`config.mk`:
```
export PLATFORM = sky130hd
export DESIGN_NAME = tcw_queue
export DESIGN_NICKNAME = d
export VERILOG_FILES = /design/src/sv/tcw_pkg.sv /design/src/sv/tcw_queue.sv
export SDC_FILE = /design/constraint.sdc
export NUM_CORES = 1
export LEC_CHECK = 0
export ABC_AREA = 0
export CORE_MARGIN = 2
export CORE_UTILIZATION = 30
export CTS_CLUSTER_SIZE = 24
export DETAILED_ROUTE_END_ITERATION = 8
export DONT_BUFFER_PORTS = 1
export SLEW_MARGIN = 25
export SYNTH_ARGS = -nofsm -noshare
export SYNTH_HDL_FRONTEND = slang
export SYNTH_SLANG_ARGS = --single-unit
```
`constraint.sdc`:
```
create_clock -name clock -period 1.9 [get_ports clock]
set_input_delay 0.38 -clock clock [delete_from_list [all_inputs] [get_ports clock]]
set_output_delay 0.38 -clock clock [all_outputs]
set_load 0.1 [all_outputs]
```
`src/sv/tcw_pkg.sv`:
```
// Shared constants, types and codes of the text console writer.
// Used by every other file of the block but the RAM and the assertion macros header; depends on nothing.
package tcw_pkg;

   // Screen geometry.
   localparam int COLUMNS    = 80;
   localparam int ROWS       = 25;
   localparam int CELL_COUNT = ROWS * COLUMNS;

   // Internal widths follow from the geometry.
   localparam int ROW_W  = $clog2(ROWS);
   localparam int COL_W  = $clog2(COLUMNS);
   localparam int ADDR_W = $clog2(CELL_COUNT);

   // Field widths of the channels.
   localparam int ACTION_W = 2;
   localparam int CHAR_W   = 8;
   localparam int COLOR_W  = 8;
   localparam int TROW_W   = 5;
   localparam int TCOL_W   = 7;
   localparam int POS_W    = 11;
   localparam int CELL_W   = 16;

   // Depth of the command queue between front and back.
   localparam int QUEUE_DEPTH = 2;

   // Action codes.
   localparam logic [ACTION_W-1:0] ACT_PUT   = 2'd0;
   localparam logic [ACTION_W-1:0] ACT_CLEAR = 2'd1;
   localparam logic [ACTION_W-1:0] ACT_READ  = 2'd2;
   localparam logic [ACTION_W-1:0] ACT_SET   = 2'd3;

   // Character and attribute constants.
   localparam logic [CHAR_W-1:0]  NEWLINE_CODE     = 8'h0A;
   localparam logic [CHAR_W-1:0]  SPACE_CODE       = 8'h20;
   localparam logic [COLOR_W-1:0] BLANK_ATTR_RESET = 8'h0F;

   typedef logic [ROW_W-1:0]   row_type;
   typedef logic [COL_W-1:0]   col_type;
   typedef logic [ADDR_W-1:0]  addr_type;
   typedef logic [CELL_W-1:0]  cell_type;
   typedef logic [CHAR_W-1:0]  char_type;
   typedef logic [COLOR_W-1:0] color_type;

   // A classified command, target already saturated to the screen.
   typedef struct packed {
      logic [ACTION_W-1:0] action;
      logic                newline;
      char_type            code;
      color_type           color;
      row_type             row;
      col_type             col;
   } cmd_type;

   // Front to queue.
   typedef struct packed {
      logic    push;
      cmd_type cmd;
   } push_type;

   // Queue head seen by the back.
   typedef struct packed {
      logic    valid;
      cmd_type cmd;
   } head_type;

endpackage

```
`src/sv/tcw_queue.sv`:
```
// Short command queue that decouples the front from the back of the console.
// Depends on tcw_pkg.
module tcw_queue (
   input  logic               clock,
   input  logic               reset,
   input  tcw_pkg::push_type  push_in,
   output logic               full,
   output tcw_pkg::head_type  head,
   input  logic               pop
);

   localparam int PTR_W = $clog2(tcw_pkg::QUEUE_DEPTH);
   localparam int CNT_W = $clog2(tcw_pkg::QUEUE_DEPTH + 1);

   tcw_pkg::cmd_type entry_ff [tcw_pkg::QUEUE_DEPTH];
   logic [PTR_W-1:0] wr_ptr_ff, wr_ptr_in;
   logic [PTR_W-1:0] rd_ptr_ff, rd_ptr_in;
   logic [CNT_W-1:0] count_ff, count_in;
   logic             do_push, do_pop;

   assign full       = (count_ff == CNT_W'(tcw_pkg::QUEUE_DEPTH));
   assign head.valid = (count_ff != '0);
   assign head.cmd   = entry_ff[rd_ptr_ff];
   assign do_push    = push_in.push && !full;
   assign do_pop     = pop && head.valid;

   // Pointer and fill count update.
   always_comb begin
      wr_ptr_in = wr_ptr_ff;
      rd_ptr_in = rd_ptr_ff;
      count_in  = count_ff;
      if (do_push) begin
         wr_ptr_in = (wr_ptr_ff == PTR_W'(tcw_pkg::QUEUE_DEPTH - 1)) ? '0
                                                                    : wr_ptr_ff + PTR_W'(1);
      end
      if (do_pop) begin
         rd_ptr_in = (rd_ptr_ff == PTR_W'(tcw_pkg::QUEUE_DEPTH - 1)) ? '0
                                                                    : rd_ptr_ff + PTR_W'(1);
      end
      if (do_push && !do_pop) begin
         count_in = count_ff + CNT_W'(1);
      end else if (do_pop && !do_push) begin
         count_in = count_ff - CNT_W'(1);
      end
   end

   always_ff @(posedge clock) begin
      if (reset) begin
         wr_ptr_ff <= '0;
         rd_ptr_ff <= '0;
         count_ff  <= '0;
      end else begin
         wr_ptr_ff <= wr_ptr_in;
         rd_ptr_ff <= rd_ptr_in;
         count_ff  <= count_in;
      end
   end

   // Entry storage.
   always_ff @(posedge clock) begin
      if (do_push) begin
         entry_ff[wr_ptr_ff] <= push_in.cmd;
      end
   end

endmodule

```
; Word-level counts from Yosys, hierarchy flattened
; Memories as Yosys holds them, arrays and structs flattened. A register that Yosys moved wholly into a read port is not among the register bits.
; Index checks and enable logic that the tools add are counted.
[word_totals]
reg_bits = 4
ram_bits = 62
inputBits = 35
out_inout_bits = 33
wordCells = 26
memories = 1
[classes]
addsub = 4
n_eq_ne = 1
mux = 8
n_reduce_logical = 9
[mem_list]
columns = name, words, word_bits, rd, rd_ports_with_merged_regs, write_ports, line
row1 = entry_ff, 2, 31, 1, 1, 1, tcw_queue.sv:15  ; tcw_pkg::cmd_type entry_ff [tcw_pkg::QUEUE_DEPTH];
[ops]
columns = cell, n
row1 = $mux W1, 6
row2 = $logic_and A1 B1 Y1, 4
row3 = $mux W2, 2
row4 = $reduce_bool A2 Y1, 2
row5 = $logic_not A1 Y1, 3
row6 = $add A1 B1 Y1 const B, 2
row7 = $add A2 B1 Y2 const B, 1
row8 = $eq A2 B2 Y1 const B, 1
row9 = $sub A2 B1 Y2 const B, 1

; Logic depth before layout (Yosys ltp)
[logic_depth]
ltp_word = 7
depth_mapped = 6
depth_no_buf = 6

; Worst setup path before layout
; Ideal clock, no wire load.
[synth_path]
kind = reg2reg
start = register count_ff[1]
end = memory entry_ff[1][0] (netlist name), enable pin
setup_ps = 399
arrival_ps = 1861
required_ps = 1501
path_slack_ps = -360
path_stages_with_launch = 4
n_path_buf = 0
period_less_slack_ps = 2260
path_cell_list = dfxtp_1 nor2b_2 nor2_1 and2_1
[synth_between]
elab_chain_cells = 5
[synth_lines]
columns = item, line
row1 = from (decl), tcw_queue.sv:18  ; logic [CNT_W-1:0] count_ff, count_in;
row2 = from (signal assigned), tcw_queue.sv:55  ; count_ff <= count_in;
row3 = $eq A2 B2 Y1, tcw_queue.sv:21  ; assign full = (count_ff == CNT_W'(tcw_pkg::QUEUE_DEPTH));
row4 = net full, tcw_queue.sv:7  ; output logic full,
row5 = $logic_not A1 Y1, tcw_queue.sv:24  ; assign do_push = push_in.push && !full;
row6 = $logic_and A1 B1 Y1, tcw_queue.sv:24
row7 = $mux W1, tcw_queue.sv:61  ; if (do_push) begin
row8 = $mux W1 (implied by the code), tcw_queue.sv:62  ; entry_ff[wr_ptr_ff] <= push_in.cmd;
row9 = to (decl), tcw_queue.sv:15
; The timed path passes the listed nets, and every way through them passes these cells.

==> impl_metrics.env <==
export IMPL_wl_met2_um=2510
export IMPL_grt_start_max_net_pins=32
export IMPL_synth_area_mm2=0.00245
export IMPL_critPathKind="reg2out"
export IMPL_cts_max_level=3
export IMPL_cts_clk_slew_worst_paths_ns=0.07
export IMPL_core_area_mm2=0.00781
export IMPL_path_max_fanout=11
export IMPL_firstDrtPassIters=4
export IMPL_avgSynthCellArea_um2=20.2
export IMPL_async_reset_ff_share_pct=0
export IMPL_grt_overflow=0
export IMPL_synth_seq_area_share_pct=80.2
export IMPL_globalplace_congestion=0.683
export IMPL_io_pins=68
export IMPL_drt_iter0_drc=35
export IMPL_synthTopCellsByArea="edfxtp_1, mux2_2, dfxtp_1, xor2_1, buf_2"
export IMPL_setup_violations=0
export IMPL_synth_ff_type="edfxtp_1"
export IMPL_critPathArrivalTime_ns=1.45
export IMPL_nFillCells=658
export IMPL_drtAntennaViolNets=0
export IMPL_layout_min_cycle_time_ns=1.83
export IMPL_diodes=0
export IMPL_drt_wl_total_um=4790
export IMPL_tightest_slew_ns=0.517
export IMPL_numClockSinks=67
export IMPL_drive_gt1_share_pct=53.2
export IMPL_final_max_slew_viol_count=0
export IMPL_holdBufCountCts=0
export IMPL_synthDistinctLibCells=14
export IMPL_final_nets=202
export IMPL_rsz0062_at_grt="no"
export IMPL_vias_per_cell=4.49
export IMPL_min_path_type="in2reg"
export IMPL_grt_pass1_wl_um=7010
export IMPL_design_die_area_mm2=0.00889
export IMPL_insertion_delay_ns=0.34
export IMPL_place_hpwl_um=3300
export IMPL_top_layer="met4"
export IMPL_hold_viol=0
export IMPL_cts_buffers=9
export IMPL_start_kind="register"
export IMPL_grt_antenna_before_repair=0
export IMPL_cts_setup_buffers=0
export IMPL_fmax_ghz=0.547
export IMPL_std_cell_rows=32
export IMPL_fin_skew_ns=0.00602
export IMPL_cts_root_buf="clkbuf_8"
export IMPL_r2r_slack_ns=0.31
export IMPL_relSlewSlack_pct=65.8
export IMPL_yosysWarnings=0
export IMPL_wl_per_cell_um=17.5
export IMPL_synth_seq_cells=67
export IMPL_maxCapViolCount=0
export IMPL_dr_wl_met3_um=451
export IMPL_cts_tree="built"
export IMPL_wl_met1_um=1680
export IMPL_fin_crit_sh_pct=96.2
export IMPL_area_growth_pct=44.2
export IMPL_die_h_um=94.3
export IMPL_status="finished clean"
export IMPL_port_buffers=0
export IMPL_grt_pass1_vias=1386
export IMPL_cp_end_kind="output pin"
export IMPL_synth_edff_count=62
export IMPL_synth_net_count=157
export IMPL_die_w_um=94.3
export IMPL_drc=0
export IMPL_cp_required_ns=1.52
export IMPL_route_vias_total=1227
export IMPL_synth_top_cell_by_area="edfxtp_1"
export IMPL_utilization_pct=45.2
export IMPL_netlist_instances=121
export IMPL_cts_path_max_buffers=2
export IMPL_yosys_area_top_type_share_pct=76.1
export IMPL_grt_usage_pct=11.1
export IMPL_start_util_pct=31.3
[Yosys cell counts (2+ instances only)]
cell,n
a21oi_1,2
buf_2,3
dfxtp_1,5
edfxtp_1,62
inv_1,2
mux2_2,31
nor2_1,4
o21ai_0,3
or3_1,2
xor2_1,3
[path summary, 6_finish.rpt]
| check | depth (start not counted) | endpoint | startpoint |
|---|---|---|---|
| max | 3 | head[26] | register |
| min | 1 | count_ff[1] | reset |
| max reg2reg | 4 | entry_ff[0][16] | count_ff[1] |
| min reg2reg | 2 | count_ff[1] | count_ff[1] |
[cell type report]
cell class | instances | area, um2 | area share [%]
clock buffers | 9 | 124 | 3.51
clock inverters | 7 | 100 | 2.84
inverters | 2 | 11.3 | 0.319
multi-input cells | 49 | 472 | 13.4
flip-flops and latches | 67 | 1970 | 55.8
well taps | 102 | 128 | 3.62
repair buffers | 37 | 724 | 20.5
[what timing repair did]
item | in CTS | in global routing
setup endpoints to repair | 0 | 24
gates resized for setup | 0 | 3
endpoints found under the hold margin | 0 | 0
[cells by family after synthesis]
| kind of cell | after synthesis | share of synthesized area, % |
|---|---|---|
| adder cells (fa/ha/maj) | 1 | 0.511 |
| buffers and inverters | 5 | 0.921 |
| AO/OA/AOI/OAI | 5 | 1.02 |
| flip-flops | 67 | 80.2 |
| XOR/XNOR | 3 | 1.07 |
| AND/OR/NAND/NOR | 9 | 2.00 |
| multiplexers | 31 | 14.3 |
[critical path: stages, from the launching register on]
cell and delay [ns]:
dfxtp_4 0.40, clkbuf_16 0.17, mux2_2 0.36, buf_12 0.17
[state kept, by name, indices dropped and copies added, names as in the netlist, named ones only]
signal,flops
count_ff,2
wr_ptr_ff,1
rd_ptr_ff,1
entry_ff,62
[cell usage in the layout, fill, tap and decap left out, drive strengths merged]
cell type	n
edfxtp	62
buf	36
mux2	31
clkbuf	10
dfxtp	5
nor2	4
clkinvlp	4
o21ai	3
xor2	3
inv	3
a21oi	2
bufinv	2
or3	2
or2	1
nor2b	1
and2	1
ha	1
[per-stage QoR]
| step | hold slack (ns) | TNS, ns | cell area (um2) | cells | worst slack, ns |
|---|---|---|---|---|---|
| detailed placement | 0.453 | 0 | 3270 | 256 | 0.321 |
| global route | 0.0753 | 0 | 3530 | 273 | 0.0267 |
| finish | 0.0962 | 0 | 3530 | 273 | 0.0716 |
| CTS | 0.0718 | 0 | 3490 | 272 | 0.00794 |
| floorplan | 0.442 | -1.11 | 2460 | 121 | -0.0357 |
| global placement | 0.444 | 0 | 3270 | 256 | 0.362 |
[routing by layer]
metal | track usage, % | vias up
li1 | - | 556
met1 | 10.4 | 605
met2 | 19.2 | 54
met3 | 4.49 | 12
met4 | 7.97 | 0
met5 | 0 | -
Power is left out: the tool's default activity adds up to more than one toggle a clock period on the data nets, which glitch-free logic cannot reach.
