--- config.mk ---
export PLATFORM = sky130hd
export DESIGN_NAME = tcw_front_flat
export DESIGN_NICKNAME = d
export VERILOG_FILES = /design/src/sv/tcw_pkg.sv /design/src/sv/tcw_req_if.sv /design/src/sv/tcw_front.sv /design/src/flat_wrapper.sv
export SDC_FILE = /design/constraint.sdc
export NUM_CORES = 1
export LEC_CHECK = 0
export BUFFER_PORTS_ARGS = -buffer_cell sky130_fd_sc_hd__buf_2
export CAP_MARGIN = 20
export CORE_AREA = 2 2 39 41
export DETAILED_ROUTE_END_ITERATION = 12
export DIE_AREA = 0 0 41 43
export PLACE_DENSITY = 0.79
export SLEW_MARGIN = 15
export SYNTH_ARGS = -nofsm -noshare
export SYNTH_HDL_FRONTEND = slang
export SYNTH_SLANG_ARGS = --single-unit
--- constraint.sdc ---
create_clock -name vclk -period 1.15
set_clock_uncertainty 0.15 [all_clocks]
set_input_delay 0.1725 -clock vclk [all_inputs]
set_output_delay 0.1725 -clock vclk [all_outputs]
set_load 0.01 [all_outputs]
--- src/sv/tcw_pkg.sv ---
// Shared constants, types and codes of the text console writer.
// Used by every other file of the block but the RAM and the assertion macros header; depends on nothing.
package tcw_pkg;

   // Screen geometry.
   localparam int COLUMNS    = 80;
   localparam int ROWS       = 25;
   localparam int CELL_COUNT = ROWS * COLUMNS;

   // Internal widths follow from the geometry.
   localparam int ROW_W  = $clog2(ROWS);
   localparam int COL_W  = $clog2(COLUMNS);
   localparam int ADDR_W = $clog2(CELL_COUNT);

   // Field widths of the channels.
   localparam int ACTION_W = 2;
   localparam int CHAR_W   = 8;
   localparam int COLOR_W  = 8;
   localparam int TROW_W   = 5;
   localparam int TCOL_W   = 7;
   localparam int POS_W    = 11;
   localparam int CELL_W   = 16;

   // Depth of the command queue between front and back.
   localparam int QUEUE_DEPTH = 2;

   // Action codes.
   localparam logic [ACTION_W-1:0] ACT_PUT   = 2'd0;
   localparam logic [ACTION_W-1:0] ACT_CLEAR = 2'd1;
   localparam logic [ACTION_W-1:0] ACT_READ  = 2'd2;
   localparam logic [ACTION_W-1:0] ACT_SET   = 2'd3;

   // Character and attribute constants.
   localparam logic [CHAR_W-1:0]  NEWLINE_CODE     = 8'h0A;
   localparam logic [CHAR_W-1:0]  SPACE_CODE       = 8'h20;
   localparam logic [COLOR_W-1:0] BLANK_ATTR_RESET = 8'h0F;

   typedef logic [ROW_W-1:0]   row_type;
   typedef logic [COL_W-1:0]   col_type;
   typedef logic [ADDR_W-1:0]  addr_type;
   typedef logic [CELL_W-1:0]  cell_type;
   typedef logic [CHAR_W-1:0]  char_type;
   typedef logic [COLOR_W-1:0] color_type;

   // A classified command, target already saturated to the screen.
   typedef struct packed {
      logic [ACTION_W-1:0] action;
      logic                newline;
      char_type            code;
      color_type           color;
      row_type             row;
      col_type             col;
   } cmd_type;

   // Front to queue.
   typedef struct packed {
      logic    push;
      cmd_type cmd;
   } push_type;

   // Queue head seen by the back.
   typedef struct packed {
      logic    valid;
      cmd_type cmd;
   } head_type;

endpackage

--- src/sv/tcw_req_if.sv ---
// Request channel of the text console writer: handshake and request fields.
// Depends on tcw_pkg for the field widths.
interface tcw_req_if;
   logic                          valid;
   logic                          ready;
   logic [tcw_pkg::ACTION_W-1:0]  action;
   logic [tcw_pkg::CHAR_W-1:0]    char_code;
   logic [tcw_pkg::COLOR_W-1:0]   char_color;
   logic [tcw_pkg::TROW_W-1:0]    target_row;
   logic [tcw_pkg::TCOL_W-1:0]    target_col;

   modport source (output valid, action, char_code, char_color, target_row, target_col,
                   input ready);
   modport sink (input valid, action, char_code, char_color, target_row, target_col,
                 output ready);
endinterface

--- src/sv/tcw_front.sv ---
// Front of the console: takes requests, saturates the target and classifies them.
// Depends on tcw_pkg and tcw_req_if; feeds tcw_queue.
module tcw_front (
   tcw_req_if.sink            req_bus,
   input  logic               accept_enable,
   input  logic               queue_full,
   output tcw_pkg::push_type  push_out
);

   tcw_pkg::row_type row_sat;
   tcw_pkg::col_type col_sat;

   // A request is taken when the queue has room and the store is not being initialized.
   assign req_bus.ready = accept_enable && !queue_full;

   // Saturate the target cell to the last row and column.
   always_comb begin
      if (int'(req_bus.target_row) > tcw_pkg::ROWS - 1) begin
         row_sat = tcw_pkg::row_type'(tcw_pkg::ROWS - 1);
      end else begin
         row_sat = tcw_pkg::row_type'(req_bus.target_row);
      end
      if (int'(req_bus.target_col) > tcw_pkg::COLUMNS - 1) begin
         col_sat = tcw_pkg::col_type'(tcw_pkg::COLUMNS - 1);
      end else begin
         col_sat = tcw_pkg::col_type'(req_bus.target_col);
      end
   end

   // Build the command for the queue.
   always_comb begin
      push_out.push        = req_bus.valid && req_bus.ready;
      push_out.cmd.action  = req_bus.action;
      push_out.cmd.newline = (req_bus.char_code == tcw_pkg::NEWLINE_CODE);
      push_out.cmd.code    = req_bus.char_code;
      push_out.cmd.color   = req_bus.char_color;
      push_out.cmd.row     = row_sat;
      push_out.cmd.col     = col_sat;
   end

endmodule

--- src/flat_wrapper.sv ---
// flat-port wrapper written by rule: the top's interface ports become plain ports
module tcw_front_flat 
  (accept_enable, queue_full, push_out, req_bus_valid, req_bus_action, req_bus_char_code, req_bus_char_color, req_bus_target_row, req_bus_target_col, req_bus_ready);
  tcw_req_if req_bus_i ();
  input  logic accept_enable;
  input  logic queue_full;
  output tcw_pkg::push_type push_out;
  input wire logic [$bits(req_bus_i.valid)-1:0] req_bus_valid;
  input wire logic [$bits(req_bus_i.action)-1:0] req_bus_action;
  input wire logic [$bits(req_bus_i.char_code)-1:0] req_bus_char_code;
  input wire logic [$bits(req_bus_i.char_color)-1:0] req_bus_char_color;
  input wire logic [$bits(req_bus_i.target_row)-1:0] req_bus_target_row;
  input wire logic [$bits(req_bus_i.target_col)-1:0] req_bus_target_col;
  output wire logic [$bits(req_bus_i.ready)-1:0] req_bus_ready;
  assign req_bus_i.valid = req_bus_valid;
  assign req_bus_i.action = req_bus_action;
  assign req_bus_i.char_code = req_bus_char_code;
  assign req_bus_i.char_color = req_bus_char_color;
  assign req_bus_i.target_row = req_bus_target_row;
  assign req_bus_i.target_col = req_bus_target_col;
  assign req_bus_ready = req_bus_i.ready;
  tcw_front u_core (.req_bus(req_bus_i), .accept_enable(accept_enable), .queue_full(queue_full), .push_out(push_out));
endmodule
# Yosys cells after proc, flatten, opt, wreduce, memory -nomap -nowiden
# Index checks and enable logic that the tools add are counted.
[totals]
output_inout_bits = 33
n_memories = 0
inputBits = 33
ram_bits = 0
word_cells = 8
ff_bits = 0
rom_bits = 0
latchBits = 0
[op_classes]
bitwise_logic = 0
n_reduce_logical = 3
multipliers = 0
order_cmp = 2
n_eq_ne = 1
addsub = 0
shifts = 0
muxes = 2
n_div = 0
[ops]
columns = ["cell", "n"]
rows = [
  ["$eq 8x4->1 const B", 1],
  ["$gt 7x7->1 const B", 1],
  ["$mux 7", 1],
  ["$gt 5x5->1 const B", 1],
  ["$mux 5", 1],
  ["$logic_and 1x1->1", 2],
  ["$logic_not 1->1", 1],
]

# Longest topological paths before layout
[logic_depth]
depth_word = 3
depth_mapped = 2
depth_no_buf = 2

# Least setup slack after synthesis
# Ideal clock, no wire load.
[synth_timing]
kind = "input to output"
startpoint = "input req_bus_char_code[5]"
endpoint = "output push_out[28] in the netlist's numbering"
cell_stages = 2
arrival_ps = 869
n_path_buf = 0
path_slack_ps = -42
required_time_ps = 827
path_cell_list = "or4_1 -> nor2_1"
[synth_lines]
columns = ["element", "line", "rtl"]
rows = [
  ["start: declaration", "flat_wrapper.sv:10", "input wire logic [$bits(req_bus_i.char_code)-1:0] req_bus_char_code;"],
  ["end: declaration", "flat_wrapper.sv:7", "output tcw_pkg::push_type push_out;"],
]

==> impl_results.html <==
<table>
<tr><th>Metric</th><th>Value</th></tr>
<tr><th colspan="2">Timing</th></tr>
<tr><td>Unrepaired setup endpoints after global routing</td><td>yes</td></tr>
<tr><td>Final critical-path required period</td><td>between 1000 and 1500 ps</td></tr>
<tr><td>Number of max-slew violations in the final report</td><td>0</td></tr>
<tr><td>Max transition margin</td><td>just over 90%</td></tr>
<tr><td>Final worst slack</td><td>-161 ps</td></tr>
<tr><td>Final setup TNS</td><td>-161 ps</td></tr>
<tr><td>Count of endpoints failing setup in the final report</td><td>1</td></tr>
<tr><td>Tightest Pin Transition</td><td>111 ps</td></tr>
<tr><td>Fin crit share</td><td>114%</td></tr>
<tr><td>Final hold violations</td><td>0</td></tr>
<tr><td>Worst hold slack</td><td>195 ps</td></tr>
<tr><td>Max Fclk</td><td>0.763 GHz</td></tr>
<tr><th colspan="2">Critical path</th></tr>
<tr><td>Maximum fanout encountered on the critical timing path</td><td>2</td></tr>
<tr><td>Crit path DAT</td><td>990 ps</td></tr>
<tr><td>Critical path data required time</td><td>830 ps</td></tr>
<tr><td>Crit Path Category</td><td>input port to primary output</td></tr>
<tr><td>Element type at the critical path end</td><td>primary output</td></tr>
<tr><td>Crit path launch type</td><td>input port</td></tr>
<tr><th colspan="2">Cells and area</th></tr>
<tr><td>Leading cell types in the layout, fill and taps excluded</td><td>buf_2 (45), nand2b_1 (4), and2_1 (4)</td></tr>
<tr><td>Clock tree buffer count of the final layout</td><td>0</td></tr>
<tr><td>Most common cell after layout, fill and taps aside</td><td>buf_2</td></tr>
<tr><td>Footprint of the flip-flops and latches</td><td>0 um2</td></tr>
<tr><td>Number of nets in the layout</td><td>98</td></tr>
<tr><td>Fraction of final layout cells sized beyond drive strength 1</td><td>77.8%</td></tr>
<tr><td>Post-route design area</td><td>roughly 370 um2</td></tr>
<tr><td>Number of antenna diodes</td><td>0</td></tr>
<tr><td>Number of flip-flops and latches</td><td>0</td></tr>
<tr><td>Filler Cells Inserted</td><td>155</td></tr>
<tr><td>Post-route core utilization</td><td>26.8%</td></tr>
<tr><td>Area grow syn2layout</td><td>50.3%</td></tr>
<tr><th colspan="2">Placed design</th></tr>
<tr><td>Routability congestion estimate</td><td>0.692</td></tr>
<tr><td>Number of buffer cells added on primary ports</td><td>46</td></tr>
<tr><td>Dpl cell area</td><td>364 um2</td></tr>
<tr><th colspan="2">Detailed routing</th></tr>
<tr><td>DRC violations left</td><td>0</td></tr>
<tr><td>Initial DRT Pass Iterations</td><td>4</td></tr>
<tr><td>Average via count per standard cell</td><td>3.85</td></tr>
<tr><td>Total via count after detailed routing</td><td>a little over 300</td></tr>
<tr><td>Routed wirelength normalized by instance count</td><td>7.87 um</td></tr>
<tr><td>Post-route ant nets</td><td>0</td></tr>
<tr><td>Initial DRC Count</td><td>5</td></tr>
<tr><td>Total routed wirelength</td><td>622 um</td></tr>
<tr><th colspan="2">Global routing</th></tr>
<tr><td>GRT Residual Overflow</td><td>0</td></tr>
<tr><td>Number of antenna violations at the first check in global routing</td><td>0</td></tr>
<tr><td>Pin count of the biggest net entering global routing</td><td>5</td></tr>
<tr><td>Global-route total usage across every layer</td><td>under 10%</td></tr>
<tr><td>Wire length of the first global-routing pass</td><td>between 700 and 800 um</td></tr>
<tr><td>Number of global-route vias before repair</td><td>259</td></tr>
<tr><th colspan="2">Floorplanning</th></tr>
<tr><td># IOs</td><td>66</td></tr>
<tr><td>Die Y-Extent</td><td>43 um</td></tr>
<tr><td>Die Span X</td><td>41 um</td></tr>
<tr><td>Effective utilization at floorplan</td><td>17.8%</td></tr>
<tr><td>Core Region</td><td>1380 um2</td></tr>
<tr><td>Number of placement rows</td><td>14</td></tr>
<tr><td>Total Die Area</td><td>1760 um2</td></tr>
<tr><th colspan="2">Run</th></tr>
<tr><td>Max capacitance violation total</td><td>0</td></tr>
<tr><th colspan="2">Synth</th></tr>
<tr><td>Post-Syn Area per Cell</td><td>6.66 um2</td></tr>
<tr><td>Cells after synthesis</td><td>37</td></tr>
<tr><td>Number of distinct library cell variants in the gate-level netlist after synthesis</td><td>10</td></tr>
<tr><td>Synth Net Count</td><td>70</td></tr>
<tr><td>Cell area after synthesis</td><td>246 um2</td></tr>
<tr><td>Sequential area share after synthesis</td><td>0%</td></tr>
<tr><td>Count of warnings emitted by yosys</td><td>0</td></tr>
<tr><th colspan="2">Power and ir drop</th></tr>
<tr><td>Leakage power</td><td>between 0.2 and 0.25 nW</td></tr>
<tr><td>Internal</td><td>0.0742 mW</td></tr>
<tr><td>Clock Power Share</td><td>0%</td></tr>
<tr><td>Pwr per Cell Area</td><td>between 300 and 400 nW/um2</td></tr>
<tr><td>Combinational cell fraction of total power</td><td>between 90% and 100%</td></tr>
<tr><td>Psw</td><td>0.0592 mW</td></tr>
<tr><td>Power consumption</td><td>0.133 mW</td></tr>
<tr><td>Worst vdd ir</td><td>0.100 mV</td></tr>
<tr><td>Sequential share of power</td><td>0%</td></tr>
<tr><td>Switching share of total power</td><td>44.3%</td></tr>
<tr><th colspan="2">Min path</th></tr>
<tr><td>Tightest Hold Check Type</td><td>input port to primary output</td></tr>
<tr><td>Min-Delay Path Depth</td><td>0</td></tr>
<tr><td>Worst Hold Endpoint</td><td>push_out[15]</td></tr>
<tr><td>Worst min-delay path startpoint</td><td>req_bus_char_color[3]</td></tr>
<tr><th colspan="2">Status</th></tr>
<tr><td>Failing checks</td><td>setup timing</td></tr>
<tr><td>Status</td><td>complete, but fails checks</td></tr>
<tr><th colspan="2">Clock network</th></tr>
<tr><td>Number of buffers inserted by post-CTS setup repair</td><td>0</td></tr>
<tr><td>Post-CTS Hold Fix Bufs</td><td>0</td></tr>
</table>
-- critical path, stage by stage --
cell and delay (ps):
buf_6 90, or4_4 520, nor2_2 80, buf_2 130
-- Yosys cell counts --
library cell,instances,area [um2]
and2_1,4,25.0
buf_4,18,135
clkbuf_1,3,11.3
nand2_1,1,3.75
nand2b_1,4,25.0
nand4bb_1,1,11.3
nor2_1,1,3.75
nor2b_1,3,18.8
o21ai_0,1,5.00
or4_1,1,7.51
-- per-stage QoR --
step	cells	setup slack, ps
global route	79	-197
detailed placement	79	-183
finish	79	-161
CTS	79	-168
floorplan	37	8.94
global placement	79	-180
-- metal layers --
| layer | track usage (%) | wire [um] | up-vias |
|---|---|---|---|
| met5 | 0 | 0 | - |
| li1 | - | - | 148 |
| met1 | 2.53 | 158 | 126 |
| met4 | 2.00 | 0 | 0 |
| met2 | 13.8 | 371 | 30 |
| met3 | 1.57 | 93 | 0 |
-- kinds of logic after synthesis --
logic type             Yosys count  synth area share, %
buffers and inverters           21                 59.4
AOI/OAI and AO/OA                1                 2.03
and+or+nand+nor                 15                 38.6
-- area by class of cell --
class                      count  area, um2  share of cell area (%)
timing repair buffer          47        244                    65.9
multi-input combinational     16        106                    28.7
tap                           16       20.0                    5.41
-- timing repair --
item / CTS / global route
setup endpoints to repair: 1 / 5
hold endpoints to repair: 0 / 0
gates resized for setup: 1 / 1
-- power groups by stage --
stage | Combinational (mW) | Sequential, mW | Clock, mW
3_5_place_dp | 0.133 | 0 | 0
3_3_place_gp | 0.130 | 0 | 0
6_report | 0.133 | 0 | 0
4_1_cts | 0.135 | 0 | 0
5_1_grt | 0.146 | 0 | 0
2_1_floorplan | 0.107 | 0 | 0
-- how the worst max path moves through the flow --
stage                          from            to  slack, ps  depth (start not counted)
2_1_floorplan  req_bus_char_code[5]  push_out[28]          9                          2
3_3_place_gp   req_bus_char_code[5]  push_out[28]       -180                          4
3_5_place_dp   req_bus_char_code[5]  push_out[28]       -180                          4
4_1_cts        req_bus_char_code[5]  push_out[28]       -170                          4
5_1_grt        req_bus_char_code[5]  push_out[28]       -200                          4
6_report       req_bus_char_code[5]  push_out[28]       -160                          4
Power figures use the tool's default switching activity.
